===== src/rtl/mtlb_pkg.sv =====
`timescale 1ns / 1ps

package mtlb_pkg;

   // store size and field widths
   localparam int ENTRIES      = 64;
   localparam int CONTEXT_BITS = 12;
   localparam int TAG_W        = 20;
   localparam int SLOT_W       = 6;
   localparam int CTXIN_W      = 12;
   localparam int PTE_W        = 32;
   localparam int LVL_W        = 2;
   localparam int TYPE_W       = 2;

   // derived widths
   localparam int IDX_W  = $clog2(ENTRIES);
   localparam int CTX_W  = (CONTEXT_BITS < CTXIN_W) ? CONTEXT_BITS : CTXIN_W;
   localparam int SW_W   = (IDX_W > SLOT_W) ? IDX_W : SLOT_W;

   // two-level priority pick: groups of eight entries
   localparam int GRP    = 8;
   localparam int GRP_W  = 3;
   localparam int NGRP   = (ENTRIES + GRP - 1) / GRP;
   localparam int PAD    = NGRP * GRP;
   localparam int PIDX_W = $clog2(PAD);
   localparam int HS_W   = (PIDX_W > SLOT_W) ? PIDX_W : SLOT_W;

   // request kinds
   localparam logic [TYPE_W-1:0] REQ_LOOKUP = 2'd0;
   localparam logic [TYPE_W-1:0] REQ_WRITE  = 2'd1;
   localparam logic [TYPE_W-1:0] REQ_UPDATE = 2'd2;

   // page table levels
   localparam logic [LVL_W-1:0] LVL_0 = 2'd0;
   localparam logic [LVL_W-1:0] LVL_1 = 2'd1;
   localparam logic [LVL_W-1:0] LVL_2 = 2'd2;
   localparam logic [LVL_W-1:0] LVL_3 = 2'd3;

   // low pte bits of a valid entry
   localparam logic [1:0] VALID_CODE = 2'b10;

   // controller to datapath commands
   typedef struct packed {
      logic look;     // lookup transfer: latch match vector
      logic wr_full;  // write transfer: store whole entry
      logic wr_pte;   // update transfer: store pte only
      logic grp;      // per-group first match
      logic pick;     // global pick and entry read
      logic rsp;      // load result registers
   } mtlb_cmd_type;

   // tag with the bits below the level's page size cleared
   function automatic logic [TAG_W-1:0] tag_for_level(input logic [TAG_W-1:0] tag,
                                                      input logic [LVL_W-1:0] lvl);
      logic [TAG_W-1:0] res;
      case (lvl)
         LVL_3:   res = tag;
         LVL_2:   res = {tag[TAG_W-1:6], 6'd0};
         LVL_1:   res = {tag[TAG_W-1:12], 12'd0};
         default: res = '0;
      endcase
      return res;
   endfunction

endpackage


===== src/rtl/mtlb_ctrl.sv =====
`timescale 1ns / 1ps

module mtlb_ctrl (
   input  logic                         clock,
   input  logic                         reset,
   input  logic                         start,
   input  logic [mtlb_pkg::TYPE_W-1:0]  req_type,
   output logic                         busy,
   output mtlb_pkg::mtlb_cmd_type       cmd
);

   import mtlb_pkg::*;

   typedef enum logic [1:0] {
      ST_IDLE,
      ST_GRP,
      ST_PICK,
      ST_READ
   } state_type;

   state_type state_ff;
   state_type state_in;
   logic      busy_ff;
   logic      busy_in;
   logic      accept;

   assign accept = start && !busy_ff;

   // next state and commands
   always_comb begin
      state_in = state_ff;
      cmd      = '0;
      case (state_ff)
         ST_IDLE: begin
            if (accept) begin
               case (req_type)
                  REQ_LOOKUP: begin
                     cmd.look = 1'b1;
                     state_in = ST_GRP;
                  end
                  REQ_WRITE:  cmd.wr_full = 1'b1;
                  REQ_UPDATE: cmd.wr_pte  = 1'b1;
                  default:    ;
               endcase
            end
         end
         ST_GRP: begin
            cmd.grp  = 1'b1;
            state_in = ST_PICK;
         end
         ST_PICK: begin
            cmd.pick = 1'b1;
            state_in = ST_READ;
         end
         ST_READ: begin
            cmd.rsp  = 1'b1;
            state_in = ST_IDLE;
         end
         default: state_in = ST_IDLE;
      endcase
   end

   assign busy_in = (state_in != ST_IDLE);

   // state and busy flag
   always_ff @(posedge clock) begin
      if (reset) begin
         state_ff <= ST_IDLE;
         busy_ff  <= 1'b0;
      end else begin
         state_ff <= state_in;
         busy_ff  <= busy_in;
      end
   end

   assign busy = busy_ff;

   // a lookup transfer holds the block busy through the group, pick and read states
   a_look_busy: assert property (@(posedge clock) disable iff (reset)
      start && !busy && req_type == REQ_LOOKUP |=> busy ##1 busy ##1 busy ##1 !busy)
      else $error("lookup did not hold busy for three cycles");

   // write and update finish in their own cycle
   a_write_free: assert property (@(posedge clock) disable iff (reset)
      start && !busy && (req_type == REQ_WRITE || req_type == REQ_UPDATE) |=> !busy)
      else $error("write or update left the block busy");

   // at most one command at a time
   a_one_cmd: assert property (@(posedge clock) disable iff (reset)
      $onehot0({cmd.look, cmd.wr_full, cmd.wr_pte, cmd.grp, cmd.pick, cmd.rsp}))
      else $error("more than one command issued");

endmodule


===== config.mk =====
export PLATFORM = sky130hd
export DESIGN_NAME = mtlb_ctrl
export DESIGN_NICKNAME = d
export VERILOG_FILES = /design/src/rtl/mtlb_pkg.sv /design/src/rtl/mtlb_ctrl.sv
export SDC_FILE = /design/constraint.sdc
export NUM_CORES = 1
export LEC_CHECK = 0
export ABC_AREA = 1
export CAP_MARGIN = 20
export CORE_AREA = 2 2 39 41
export CTS_BUF_LIST = sky130_fd_sc_hd__clkbuf_2
export DETAILED_ROUTE_END_ITERATION = 8
export DIE_AREA = 0 0 41 43
export DONT_BUFFER_PORTS = 1
export PLACE_DENSITY = 0.37
export SYNTH_ARGS = -nofsm -noshare
export SYNTH_HDL_FRONTEND = slang
export SYNTH_SLANG_ARGS = --single-unit

===== constraint.sdc =====
create_clock -name clock -period 1.3 [get_ports clock]
set_clock_uncertainty 0.2 [all_clocks]
set_input_delay 0.26 -clock clock [delete_from_list [all_inputs] [get_ports clock]]
set_output_delay 0.26 -clock clock [all_outputs]
set_load 0.01 [all_outputs]

==> metrics.yaml, run 1 <==
yosys:
  yosysUniqueCellTypes: 7
  netlist_area_um2: 223
  netlist_top_cells_area: "ha_1 (28%), dfxtp_1 (27%), inv_1 (15%), nand2_1 (10%), nor2_1 (10%)"
  synth_top_area_cell: "ha_1"
  yosysWarnings: 0
  yosysSeqAreaShare_pct: 27.0
  syn_avg_cell_area_um2: 6.96
  ys_ff_latch: 3
  synthCells: 32
  synth_top_area_share_pct: 28.1
  synth_nets: 42
global_routing:
  grt_usage_pct: 7.83
  grt-ovfl-total: 0
  grt_max_degree: 4
  grt_first_pass_wirelength_um: 897
  grt_pass1_vias: 249
  antenna_found_initial: 0
worst_setup_path:
  worstPathMaxFanout: 3
  worst_ep_arrival_time_ns: 1.00
  critPathLaunch: "state_ff[1]$_SDFF_PP0_"
  reg2regPathDepth: 7
  required_ns: 0.84
  worst_setup_path_end_kind: "output pin"
  crit_type: "flip-flop to output pin"
  reg2reg_from: "state_ff[1]$_SDFF_PP0_"
  cp-start-kind: "flip-flop"
floorplanning:
  num_rows: 14
  initial_core_util_pct: 16.1
  io_pins: 12
  fp.coreArea_um2: 1380
  dieArea_um2: 1760
  die_w_um: 41
  die_h_um: 43
routing:
  routed_wl_um: 568
  drt_pre_antenna_iters: 2
  vias_per_cell: 3.60
  antenna_left: 0
  via_count: 216
  first_iter_violations: 1
  post-route-drc-count: 0
  drt-wirelength-per-cell_um: 9.47
worst_hold_path:
  worstHoldPathCells: 3
  hold_path_class: "input port to flip-flop"
  hp-start: "reset"
final_layout:
  fin_cells: 60
  finalNetCount: 55
  drive_gt1_share_pct: 68.2
  final_util_pct: 31.6
  syn_to_final_growth_pct: 96.6
  antenna_cells: 0
placement:
  dp_hpwl_um: 378
  portBuffers: 0
  dp_cells: 52
  place.gp.congestion: 0.684
power_and_ir_drop:
  power_density_nw_per_um2: 2130
  p_leak_nw: 0.206
  ir_drop_mv: 0.702
timing:
  setup_viol: 6
  min_period_ns: 1.46
  slew_headroom_pct: 88.3
  slew_viol_final: 0
  max_freq_ghz: 0.685
  hold_viol: 0
  rsz0062_at_grt: "yes"
  setup_slack_ns: -0.160
  fin_crit_sh_pct: 112
  worstMarginPinSlew_ns: 0.174
clock_network:
  path_clk_slew_ns: 0.04
  cts_tree: "yes"
  cts_buffer_depth: 2
  cts_sinks: 3
  h-tree-depth: 1
  ctsRootBufferMaster: "clkbuf_2"
  cts_buffers: 3
  clk_latency_ns: 0.20
status:
  violations: "setup timing"
  outcome: "finished, violations left"
flow_run:
  max_cap_viol_count: 0
==> final cells by class <==
cell class                      count  area, um2
Clock buffer                        4       20.0
Multi-Input combinational cell     20        224
Sequential cell                     3       63.8
Timing Repair Buffer                8       73.8
Tap cell                           16       20.0
Fill cell                         158        946
Inverter                            9       36.3
==> placed cells by master (no fill, tap or decap), types with 3 or more instances in the layout <==
master	synthesis	final
buf_6	0	3
nor2_4	1	3
buf_4	0	4
ha_4	0	4
clkbuf_2	0	4
nor2_1	6	4
dfxtp_2	0	3
inv_2	0	3
inv_1	9	5
nand2_1	6	4
==> critical path, cell delays in order, from the launching register on <==
cell and delay [ns]:
dfxtp_2 0.32, inv_2 0.08, ha_4 0.15, nand2_2 0.07, nor3_4 0.19
==> through the flow <==
stage               setup TNS [ns]  total power [mW]  setup WS (ns)  area, um2  hold WS [ns]
finish                      -0.695             0.932         -0.160        438        0.0311
CTS                         -0.798             0.845         -0.183        408        0.0232
detailed placement               0             0.538        0.00662        295         0.152
floorplan                        0             0.415        0.00857        245         0.142
global route                 -1.01              1.04         -0.224        438        0.0497
global placement                 0             0.537        0.00768        295         0.156
==> registers in the layout, summed over array words and instances (netlist names) <==
register,flops
busy,1
state_ff,2
==> final timing paths <==
| kind | slack (ns) | end |
|---|---|---|
| setup / recovery | -0.16 | cmd[3] |
| hold / removal | 0.03 | state_ff[0]$_SDFF_PP0_ |
| setup reg to reg | 0.07 | busy$_SDFF_PP0_ |
| hold reg to reg | 0.52 | state_ff[0]$_SDFF_PP0_ |
==> what timing repair did <==
action	in CTS	in global routing
pin swaps	6	5
hold endpoints to repair	1	0
resized for setup	16	8
endpoints found under the setup margin	6	8
setup buffers	3	0
hold buffers	1	0
==> synthesized netlist by cell type, drive strengths merged <==
| master | count |
|---|---|
| nand2 | 6 |
| dfxtp | 3 |
| nor3 | 2 |
| inv | 9 |
| nor2 | 7 |
| ha | 5 |
==> power by group <==
part / total, mW / internal, mW / switching, mW / leakage (nW)
Clock: 0.126 / 0.0811 / 0.0445 / 0.0166
Sequential: 0.179 / 0.140 / 0.0388 / 0.0258
Combinational: 0.628 / 0.315 / 0.313 / 0.163
Total: 0.932 / 0.536 / 0.396 / 0.206
==> routing by layer <==
layer  vias to the layer above  GRT usage, %  routed length [um]
li1                        115             -                   -
met1                        95          7.07                 164
met2                         6          13.8                 364
met3                         0          1.57                  39
met4                         0          6.00                   0
met5                         -             0                   0
==> kinds of logic after synthesis <==
logic type	Yosys count	share of synthesized area [%]
buf+inv	9	15.2
flops	3	27.0
fa+ha+maj	5	28.1
simple gates	15	29.8
Power figures use the tool's default switching activity.
==> inputs of run 2 (changes only) <==
--- a/config.mk
+++ b/config.mk
@@ -5,7 +5,6 @@
 export SDC_FILE = /design/constraint.sdc
 export NUM_CORES = 1
 export LEC_CHECK = 0
-export ABC_AREA = 1
 export CAP_MARGIN = 20
 export CORE_AREA = 2 2 39 41
 export CTS_BUF_LIST = sky130_fd_sc_hd__clkbuf_2
==> run 2 against run 1 <==
Compared with the run above: the run still ends with setup timing left; area after synthesis fell by 2.8%; maximum frequency is 14% lower; non-clock buffer count increased by 5; sequential cell count did not move; critical path type unchanged.
==> metrics.yaml, run 2 <==
status:
  outcome: "finished, violations left"
  violations: "setup timing"
final_layout:
  num-fill-cells: 137
  final_area_um2: 495
  fin_cells: 54
  largest_register_ffs: 2
  regMostFlops: "state_ff"
  drive_gt1_share_pct: 92.1
  syn_to_final_growth_pct: 129
  finalNetCount: 49
  most-common-layout-cells: "buf_6 (6), buf_4 (6), ha_4 (5), clkbuf_2 (4), dfxtp_2 (3)"
  antenna_cells: 0
yosys:
  yosysWarnings: 0
  yosysUniqueCellTypes: 11
  synthCells: 21
  synth_top_area_cell: "ha_1"
  synth_top_area_share_pct: 28.9
  synth-async-reset-ratio_pct: 0
  synthTopCellsByCount: "ha_1 (5), dfxtp_1 (3), nor3b_1 (3)"
  synth_flop_cell: "dfxtp_1"
  synth_enable_flop_cells: 0
  netlist_area_um2: 216
  yosysSeqAreaShare_pct: 27.7
  yosysMostFrequentCell: "ha_1"
  netlist_top_cells_area: "ha_1 (29%), dfxtp_1 (28%), nor3b_1 (10%), a311oi_2 (6.9%), or4b_4 (6.4%)"
  synth_nets: 31
  ys_ff_latch: 3
  syn_avg_cell_area_um2: 10.3
worst_hold_path:
  hold_path_class: "input port to flip-flop"
timing:
  fin_crit_sh_pct: 130
  slew_headroom_pct: 84.2
  hold_viol: 0
  rsz0062_at_grt: "yes"
  slew_viol_final: 0
  setup_slack_ns: -0.391
  min_period_ns: 1.69
  max_freq_ghz: 0.591
  hold_slack_ns: 0.0837
  setup_viol: 9
  worstMarginPinSlew_ns: 0.236
global_routing:
  grt_usage_pct: 9.22
  grt_pass1_vias: 238
  grt_first_pass_wirelength_mm: 1.07
  antenna_found_initial: 0
  grt-ovfl-total: 0
  grt_max_degree: 5
worst_setup_path:
  cp-start-kind: "flip-flop"
  worstPathMaxFanout: 2
  worst_setup_path_end_kind: "output pin"
  path_common_cell: "buf_6"
  crit_type: "flip-flop to output pin"
  required_ns: 0.84
  crit_buf_inv: 5
  worst_ep_arrival_time_ns: 1.23
  critical-path-top-delay-family: "buffers and inverters"
  cp_slowest_cell: "dfxtp_2"
  r2r_setup_slack_ns: -0.29
  slowest_delay_ns: 0.34
  worstPathCellList: "inv_2 > buf_4 > buf_6 > buf_6 > ha_4 > buf_6"
floorplanning:
  initial_core_util_pct: 15.6
  dieArea_um2: 1760
  die_w_um: 41
  die_h_um: 43
  fp.coreArea_um2: 1380
  io_pins: 12
  num_rows: 14
placement:
  dp_cells: 43
  placed_area_um2: 312
  place.gp.congestion: 0.593
  portBuffers: 0
  preCtsSetupSlack_ns: -0.119
  dp_hpwl_um: 408
routing:
  first_iter_violations: 0
  antenna_left: 0
  routed_wl_um: 665
  vias_per_cell: 4.11
  via_count: 222
  post-route-drc-count: 0
  drt_pre_antenna_iters: 1
  drt-wirelength-per-cell_um: 12.3
clock_network:
  cts_sinks: 3
  h-tree-depth: 1
  path_clk_slew_ns: 0.06
  cts_buffer_depth: 2
  clk_latency_ns: 0.22
  ctsRootBufferMaster: "clkbuf_2"
  cts_tree: "yes"
  cts_buffers: 3
power_and_ir_drop:
  power_density_nw_per_um2: 2770
  ir_drop_mv: 1.17
  p_leak_nw: 0.187
flow_run:
  max_cap_viol_count: 0
run 2: cell types whose count changed after synthesis:
| cell | change |
|---|---|
| inv_1 | -7 |
| nand2_1 | -6 |
| nor2_1 | -5 |
| nor3b_1 | +3 |
| a211oi_1 | +1 |
| a311oi_2 | +1 |
| nand3b_1 | +1 |
| nor2_4 | -1 |
| nor2b_1 | +1 |
| or4b_4 | +1 |
run 2: what timing repair did:
item	4_1_cts	5_1_grt
pin swaps	8	8
hold endpoints to repair	3	0
setup endpoints to repair	8	9
hold buffers	1	0
gates resized for setup	19	5
setup buffers	5	4
run 2: final cells by class:
| type | instances | area (um2) | share of cell area, % |
|---|---|---|---|
| multi-input cells | 16 | 262 | 52.8 |
| repair buffers | 13 | 123 | 24.7 |
| flip-flops and latches | 3 | 63.8 | 12.9 |
| clock buffers | 4 | 20.0 | 4.04 |
| well taps | 16 | 20.0 | 4.04 |
| inverters | 2 | 7.51 | 1.52 |
run 2: power breakdown:
group | total, mW | switching (mW) | internal [mW]
sequential | 0.177 | 0.0311 | 0.146
combinational | 1.05 | 0.456 | 0.599
clock | 0.138 | 0.0566 | 0.0814
run 2: routing by layer:
metal	up-vias	track usage, %	share of wire, %
met2	9	15.9	50
met3	0	2.62	6.2
met4	0	4.00	0
met5	-	0	0
li1	109	-	-
met1	104	9.58	43
run 2: path summary, 6_finish.rpt:
| kind | startpoint | endpoint | depth (start not counted) |
|---|---|---|---|
| setup reg to reg | state_ff[0]$_SDFF_PP0_ | busy$_SDFF_PP0_ | 7 |
| hold reg to reg | busy$_SDFF_PP0_ | busy$_SDFF_PP0_ | 2 |
| setup / recovery | state_ff[0]$_SDFF_PP0_ | cmd[1] | 6 |
| hold / removal | req_type[0] | busy$_SDFF_PP0_ | 2 |
run 2: cells by family (layout without fill, tap and decap cells):
logic type	count (synthesis)	after routing	share of synthesized area (%)
adder cells (fa/ha/maj)	5	5	28.9
buffers and inverters	2	19	3.47
AND/OR/NAND/NOR	9	9	29.5
flip-flops	3	3	27.7
AO/OA/AOI/OAI	2	2	10.4
run 2: through the flow:
stage	util, %	TNS, ns	power [mW]
after floorplan	-	-0.225	0.500
after global placement	22.5	-0.325	0.672
after detailed placement	22.5	-0.416	0.681
after CTS	34.0	-1.76	1.22
after global routing	35.8	-2.60	1.49
final	35.8	-2.12	1.37
